[src/rtl/core/assert_macros.svh]
// assertion macros for the allocator rtl
// no dependencies; included by modules that carry assertions
`ifndef ASSERT_MACROS_SVH
`define ASSERT_MACROS_SVH
`ifndef SYNTHESIS
`define SCA_ASSERT(lbl, clk, rst, prop) \
   lbl: assert property (@(posedge clk) disable iff (rst) prop) \
      else $error("assertion failed");
`define SCA_ASSERT_NEXT(lbl, clk, rst, ante, cons) \
   lbl: assert property (@(posedge clk) disable iff (rst) (ante) |=> (cons)) \
      else $error("assertion failed");
`else
`define SCA_ASSERT(lbl, clk, rst, prop)
`define SCA_ASSERT_NEXT(lbl, clk, rst, ante, cons)
`endif
`endif

[src/rtl/core/sca_pkg.sv]
// shared constants, codes and types of the slab class allocator
// no dependencies
package sca_pkg;

   localparam int PAGE_BYTES   = 4096;
   localparam int REGION_PAGES = 16;
   localparam int CLASS_COUNT  = 32;
   localparam int ALIGN_BYTES  = 8;
   localparam int FIRST_CLASS  = 1;
   localparam int REGION_BYTES = PAGE_BYTES * REGION_PAGES;
   localparam int LINK_DEPTH   = REGION_BYTES / ALIGN_BYTES;

   localparam int CLS_W   = $clog2(CLASS_COUNT);
   localparam int LINK_W  = $clog2(LINK_DEPTH);
   localparam int ALIGN_W = $clog2(ALIGN_BYTES);
   localparam int CHUNK_W = 14;
   localparam int CPP_W   = $clog2(PAGE_BYTES + 1);
   localparam int SPAN_W  = 17;
   localparam int GROW_W  = 11;
   localparam int PROD_W  = CHUNK_W + GROW_W;
   localparam int CNT_W   = 14;
   localparam int PAGES_W = 5;
   localparam int TOTAL_W = 32;

   localparam logic [PROD_W-1:0]  GROW_LIMIT = PROD_W'(PAGE_BYTES * 256);
   localparam logic [CLS_W-1:0]   LAST_SLOT  = CLS_W'(CLASS_COUNT - 1);
   localparam logic [SPAN_W-1:0]  REGION_SPAN = SPAN_W'(REGION_BYTES);
   localparam logic [PAGES_W-1:0] PAGES_MAX  = '1;

   typedef enum logic [1:0] {
      RT_ALLOC  = 2'd0,
      RT_FREE   = 2'd1,
      RT_ADJUST = 2'd2,
      RT_NONE   = 2'd3
   } req_kind_type;

   typedef enum logic [1:0] {
      ST_OK        = 2'd0,
      ST_SIZE      = 2'd1,
      ST_OOM       = 2'd2,
      ST_BAD_CLASS = 2'd3
   } status_type;

   typedef enum logic [1:0] {
      CSR_BASE   = 2'd0,
      CSR_GROWTH = 2'd1,
      CSR_LIMIT  = 2'd2,
      CSR_NONE   = 2'd3
   } csr_index_type;

   typedef struct packed {
      logic             building;
      logic [CLS_W-1:0] last_class;
   } table_info_type;

   typedef struct packed {
      logic [LINK_W-1:0]  head;
      logic [CNT_W-1:0]   free_count;
      logic [PAGES_W-1:0] page_count;
      logic [TOTAL_W-1:0] requested;
   } class_entry_type;

endpackage

[src/rtl/core/sca_class_table.sv]
// size class table: geometric build sequencer with serial divider
// depends on sca_pkg
module sca_class_table
   import sca_pkg::*;
(
   input  logic               clock,
   input  logic               reset,
   input  logic               rebuild,
   input  logic [12:0]        base_chunk_bytes,
   input  logic [GROW_W-1:0]  growth_factor_q8,
   input  logic [CLS_W-1:0]   rd_index,
   output logic [CHUNK_W-1:0] rd_chunk,
   output logic [CPP_W-1:0]   rd_cpp,
   output table_info_type     info
);

   typedef enum logic [6:0] {
      B_IDLE = 7'b0000001,
      B_INIT = 7'b0000010,
      B_MUL  = 7'b0000100,
      B_TEST = 7'b0001000,
      B_DIV  = 7'b0010000,
      B_NXT  = 7'b0100000,
      B_ADV  = 7'b1000000
   } build_state_type;

   build_state_type     state_ff, state_in;
   logic [CHUNK_W-1:0]  chunk_ff [CLASS_COUNT];
   logic [CPP_W-1:0]    cpp_ff [CLASS_COUNT];
   logic [CHUNK_W-1:0]  sz_ff, sz_in;
   logic [CHUNK_W-1:0]  al_ff, al_in;
   logic [PROD_W-1:0]   prod_ff, prod_in;
   logic [CLS_W-1:0]    idx_ff, idx_in;
   logic [CLS_W-1:0]    last_ff, last_in;
   logic [CHUNK_W:0]    rem_ff, rem_in;
   logic [CPP_W-1:0]    quo_ff, quo_in;
   logic [3:0]          step_ff, step_in;
   logic [CHUNK_W:0]    trial;
   logic [CHUNK_W:0]    sz_round;
   logic [CHUNK_W-1:0]  next_sz;

   assign trial    = {rem_ff[CHUNK_W-1:0], quo_ff[CPP_W-1]};
   assign sz_round = {1'b0, sz_ff} + (CHUNK_W+1)'(ALIGN_BYTES - 1);
   assign next_sz  = prod_ff[8 +: CHUNK_W];

   always_comb begin
      state_in = state_ff;
      sz_in    = sz_ff;
      al_in    = al_ff;
      prod_in  = prod_ff;
      idx_in   = idx_ff;
      last_in  = last_ff;
      rem_in   = rem_ff;
      quo_in   = quo_ff;
      step_in  = step_ff;
      unique case (state_ff)
         B_IDLE: ;
         B_INIT: begin
            sz_in    = (base_chunk_bytes == '0) ? CHUNK_W'(1) : CHUNK_W'(base_chunk_bytes);
            idx_in   = CLS_W'(FIRST_CLASS);
            state_in = B_MUL;
         end
         B_MUL: begin
            prod_in  = PROD_W'(sz_ff) * PROD_W'(growth_factor_q8);
            state_in = B_TEST;
         end
         B_TEST: begin
            if (idx_ff >= LAST_SLOT || prod_ff > GROW_LIMIT) begin
               last_in  = idx_ff;
               state_in = B_IDLE;
            end else begin
               al_in    = CHUNK_W'(sz_round >> ALIGN_W << ALIGN_W);
               rem_in   = '0;
               quo_in   = CPP_W'(PAGE_BYTES);
               step_in  = '0;
               state_in = B_DIV;
            end
         end
         B_DIV: begin
            if (trial >= {1'b0, al_ff}) begin
               rem_in = trial - {1'b0, al_ff};
               quo_in = {quo_ff[CPP_W-2:0], 1'b1};
            end else begin
               rem_in = trial;
               quo_in = {quo_ff[CPP_W-2:0], 1'b0};
            end
            step_in = step_ff + 4'd1;
            if (step_ff == 4'(CPP_W - 1)) state_in = B_NXT;
         end
         B_NXT: begin
            prod_in  = PROD_W'(al_ff) * PROD_W'(growth_factor_q8);
            state_in = B_ADV;
         end
         B_ADV: begin
            sz_in    = (next_sz == '0) ? CHUNK_W'(1) : next_sz;
            idx_in   = idx_ff + CLS_W'(1);
            state_in = B_MUL;
         end
         default: state_in = B_IDLE;
      endcase
      if (rebuild) state_in = B_INIT;
   end

   always_ff @(posedge clock) begin
      if (reset) begin
         state_ff <= B_INIT;
         last_ff  <= CLS_W'(FIRST_CLASS);
      end else begin
         state_ff <= state_in;
         last_ff  <= last_in;
      end
      sz_ff   <= sz_in;
      al_ff   <= al_in;
      prod_ff <= prod_in;
      idx_ff  <= idx_in;
      rem_ff  <= rem_in;
      quo_ff  <= quo_in;
      step_ff <= step_in;
      // table entries are written as each class settles
      if (state_ff == B_TEST && (idx_ff >= LAST_SLOT || prod_ff > GROW_LIMIT)) begin
         chunk_ff[idx_ff] <= CHUNK_W'(PAGE_BYTES);
         cpp_ff[idx_ff]   <= CPP_W'(1);
      end else if (state_ff == B_NXT) begin
         chunk_ff[idx_ff] <= al_ff;
         cpp_ff[idx_ff]   <= quo_ff;
      end
   end

   assign rd_chunk        = chunk_ff[rd_index];
   assign rd_cpp          = cpp_ff[rd_index];
   assign info.building   = (state_ff != B_IDLE);
   assign info.last_class = last_ff;

endmodule

[config.mk]
export PLATFORM = sky130hd
export DESIGN_NAME = sca_class_table
export DESIGN_NICKNAME = d
export VERILOG_FILES = /design/src/rtl/core/assert_macros.svh /design/src/rtl/core/sca_pkg.sv /design/src/rtl/core/sca_class_table.sv
export SDC_FILE = /design/constraint.sdc
export NUM_CORES = 1
export LEC_CHECK = 0
export BUFFER_PORTS_ARGS = -buffer_cell sky130_fd_sc_hd__buf_4
export CORE_AREA = 2 2 355 357
export CTS_CLUSTER_DIAMETER = 60
export DETAILED_ROUTE_END_ITERATION = 8
export DIE_AREA = 0 0 357 359
export PLACE_DENSITY = 0.52
export SYNTH_ARGS = -nofsm -noshare
export SYNTH_HDL_FRONTEND = slang
export SYNTH_SLANG_ARGS = --single-unit
[constraint.sdc]
create_clock -name clock -period 8.9 [get_ports clock]
set_input_delay 0.445 -clock clock [delete_from_list [all_inputs] [get_ports clock]]
set_output_delay 0.445 -clock clock [all_outputs]
set_load 0.02 [all_outputs]
==> results.json <==
{
  "cts_buffers": 92,
  "slew_headroom_pct": 15.6,
  "r2r-end": "prod_ff[24]",
  "num_rows": 130,
  "max_freq_mhz": 168,
  "rsz0062_at_grt": "no",
  "drc": 0,
  "ios": 65,
  "grt_pass1_wl_mm": 164,
  "yosysWarnings": 0,
  "finalSetupViolations": 0,
  "stdcell_count": 4453,
  "ir_worst_vdd_mv": 0.191,
  "ys_seq_elements": 866,
  "syn-instance-count": 2652,
  "worstHoldEndpoint": "sz_ff[12]",
  "required_ns": 9.30,
  "clock_latency_ns": 0.67,
  "wl_per_cell_um": 24.7,
  "synth_area_leader_cell": "edfxtp_1",
  "power_leakage_nw": 15.6,
  "grt_pass1_vias": 25100,
  "ys_seq_area_share_pct": 60.0,
  "drv_slew": 0,
  "synth_top_area_share_pct": 59.4,
  "worst_pin_slew_ns": 1.27,
  "antenna_found_initial": 0,
  "ant_nets": 0,
  "finalWirelength_mm": 110,
  "synth.distinct_cells": 69,
  "place.gp.congestion": 0.835,
  "synthFlopType": "edfxtp_1",
  "vias": 23300,
  "start_util_pct": 34.7,
  "grt_max_degree": 152,
  "ctsHoldBuffers": 1,
  "place_worst_setup_slack_ns": 2.86,
  "ff2ff_path_depth": 16,
  "cap_violations": 0,
  "critPathArrivalTime_ns": 6.37,
  "power_density_nw_per_um2": 240,
  "final_hold_viol_count": 0,
  "whs_path_depth": 3,
  "path_class": "reg2reg",
  "cts_setup_buffers": 0,
  "fin_tns_setup_ns": 0,
  "dieArea_sq_um": 128000,
  "cts_root_buf": "clkbuf_16",
  "grt_use_total_pct": 17.3,
  "drive_above_1_share_pct": 20.3,
  "fin_crit_sh_pct": 67.1,
  "outcome": "finished clean",
  "yosysMostFrequentCell": "edfxtp_1",
  "fin_util_pct": 39.4,
  "dr.pass1.iters": 8,
  "hp-class": "in2reg",
  "synth_compound_area_share_pct": 3.00,
  "synthAdderAreaFrac_pct": 12.8,
  "synth_area_leaders": "edfxtp_1 (59%), mux4_2 (13%), fa_1 (8.7%)",
  "worstReg2RegStart": "sz_ff[9]",
  "grt-ovfl-total": 0,
  "cts-resized-gates": 0,
  "final_nets": 3087,
  "worst-r2r-setup-slack_ns": 2.93,
  "cts.sinks": 866,
  "worst_clock_skew_ns": 0.0300,
  "post_drt_via_cell_ratio": 5.23,
  "synthSimpleGateAreaFrac_pct": 6.44,
  "synth-xor-area-share_pct": 0.994,
  "fp.dieW_um": 357,
  "crit_fanout": 13,
  "synth-edff-count": 854,
  "hp-start": "base_chunk_bytes[12]",
  "netlist_area_sq_um": 43200,
  "synthMuxAreaShare_pct": 13.4,
  "cts_tree": "built",
  "clk_path_buf_depth": 3,
  "h-tree-depth": 3,
  "worst_setup_path_end_kind": "flop",
  "ys_async_sr_fraction_pct": 0,
  "core-area_sq_um": 125000,
  "setup_ws_ns": 2.93,
  "io_buffers": 61,
  "layout_min_cycle_time_ns": 5.97,
  "cp-start-kind": "flop",
  "synth_top_family_by_area": "multiplexers",
  "dp_cells": 4281,
  "dp_hpwl_mm": 69.4,
  "diodes": 0,
  "synth.avg_cell_area_sq_um": 16.3,
  "clk_pin_slew_ns": 0.06,
  "dr.first_iter.drc_count": 1903,
  "synth_top_cells_by_count": "edfxtp_1 (854), inv_1 (247), mux4_2 (240)",
  "die_y_um": 359,
  "whs_ns": 0.107,
  "syn_to_final_growth_pct": 13.7
}
metal layers:
| metal | track usage, % | wire, um | vias up |
|---|---|---|---|
| met2 | 29.9 | 56000 | 637 |
| met3 | 2.30 | 5520 | 141 |
| met4 | 4.53 | 2280 | 0 |
| li1 | - | - | 10000 |
| met1 | 22.9 | 46100 | 12500 |
| met5 | 0 | 0 | - |
through the flow:
| step | instance area (sq um) | power [mW] |
|---|---|---|
| after global routing | 49100 | 12.5 |
| after CTS | 49100 | 11.9 |
| after floorplan | 43200 | 6.99 |
| after detailed placement | 45800 | 7.81 |
| after global placement | 45800 | 7.80 |
| final | 49100 | 11.8 |
layout by cell type, fill, tap and decap left out, types with 8 or more instances in the layout:
cell type,instances
edfxtp_1,854
inv_1,247
mux4_2,240
nand2_1,198
fa_1,188
and2_1,147
ha_1,141
buf_4,105
clkbuf_16,93
a21oi_1,53
nor2_1,49
o21ai_0,34
nor2_4,32
xor2_1,28
and3_1,28
nand3_1,26
mux2_2,24
xnor2_1,21
a21o_1,17
bufinv_16,17
o21a_1,16
nor3_1,15
clkbuf_1,15
clkinv_1,14
a211oi_1,13
clkinv_2,13
dfxtp_1,12
a22o_1,11
nor2b_1,10
mux2i_1,10
nand2b_1,9
nor4_1,8
worst max-delay path by stage:
stage,slack (ns),cells after the start,from,to
2_1_floorplan,3.61,20,sz_ff[10],prod_ff[24]
3_3_place_gp,2.92,18,growth_factor_q8[5],prod_ff[24]
3_5_place_dp,2.86,17,growth_factor_q8[5],prod_ff[24]
4_1_cts,2.86,16,sz_ff[9],prod_ff[24]
5_1_grt,2.73,17,sz_ff[4],prod_ff[24]
6_report,2.93,16,sz_ff[9],prod_ff[24]
power by group:
part	total, mW	switching (mW)	internal [mW]
combinational	3.12	1.83	1.29
clock	4.08	1.63	2.45
sequential	4.60	0.0419	4.55
total	11.8	3.51	8.29
cells by family after synthesis:
kind of cell    after synthesis
compound gates              193
fa+ha+maj                   329
mux                         274
simple gates                561
buf+inv                     379
flops                       866
other cells                   1
xor+xnor                     49
final cells by class:
type / count / area, sq um
fill: 11400 / 75500
sequential: 866 / 25900
multi-input combinational: 1409 / 16100
clock buffer: 109 / 2400
tap: 1650 / 2060
inverter: 247 / 927
timing repair buffer: 110 / 867
clock inverter: 62 / 865
state kept, by name, indices dropped and copies added, names as in the netlist:
signal / flops
chunk_ff: 352
al_ff: 11
rem_ff: 14
prod_ff: 25
step_ff: 4
cpp_ff: 416
last_ff: 5
state_ff: 7
sz_ff: 14
quo_ff: 13
idx_ff: 5
worst max-delay path, stage by stage, from the launching register on:
cell	delay (ns)
edfxtp_1	0.79
nand2_1	0.17
fa_1	0.53
fa_1	0.53
inv_1	0.06
fa_1	0.49
fa_1	0.49
inv_1	0.05
fa_1	0.47
inv_1	0.04
ha_1	0.34
nand3_1	0.14
o31ai_1	0.88
a31oi_1	0.25
o21ai_0	0.27
xnor2_1	0.14
mux2i_1	0.08
Note: power is estimated with default switching activity, not from simulation.
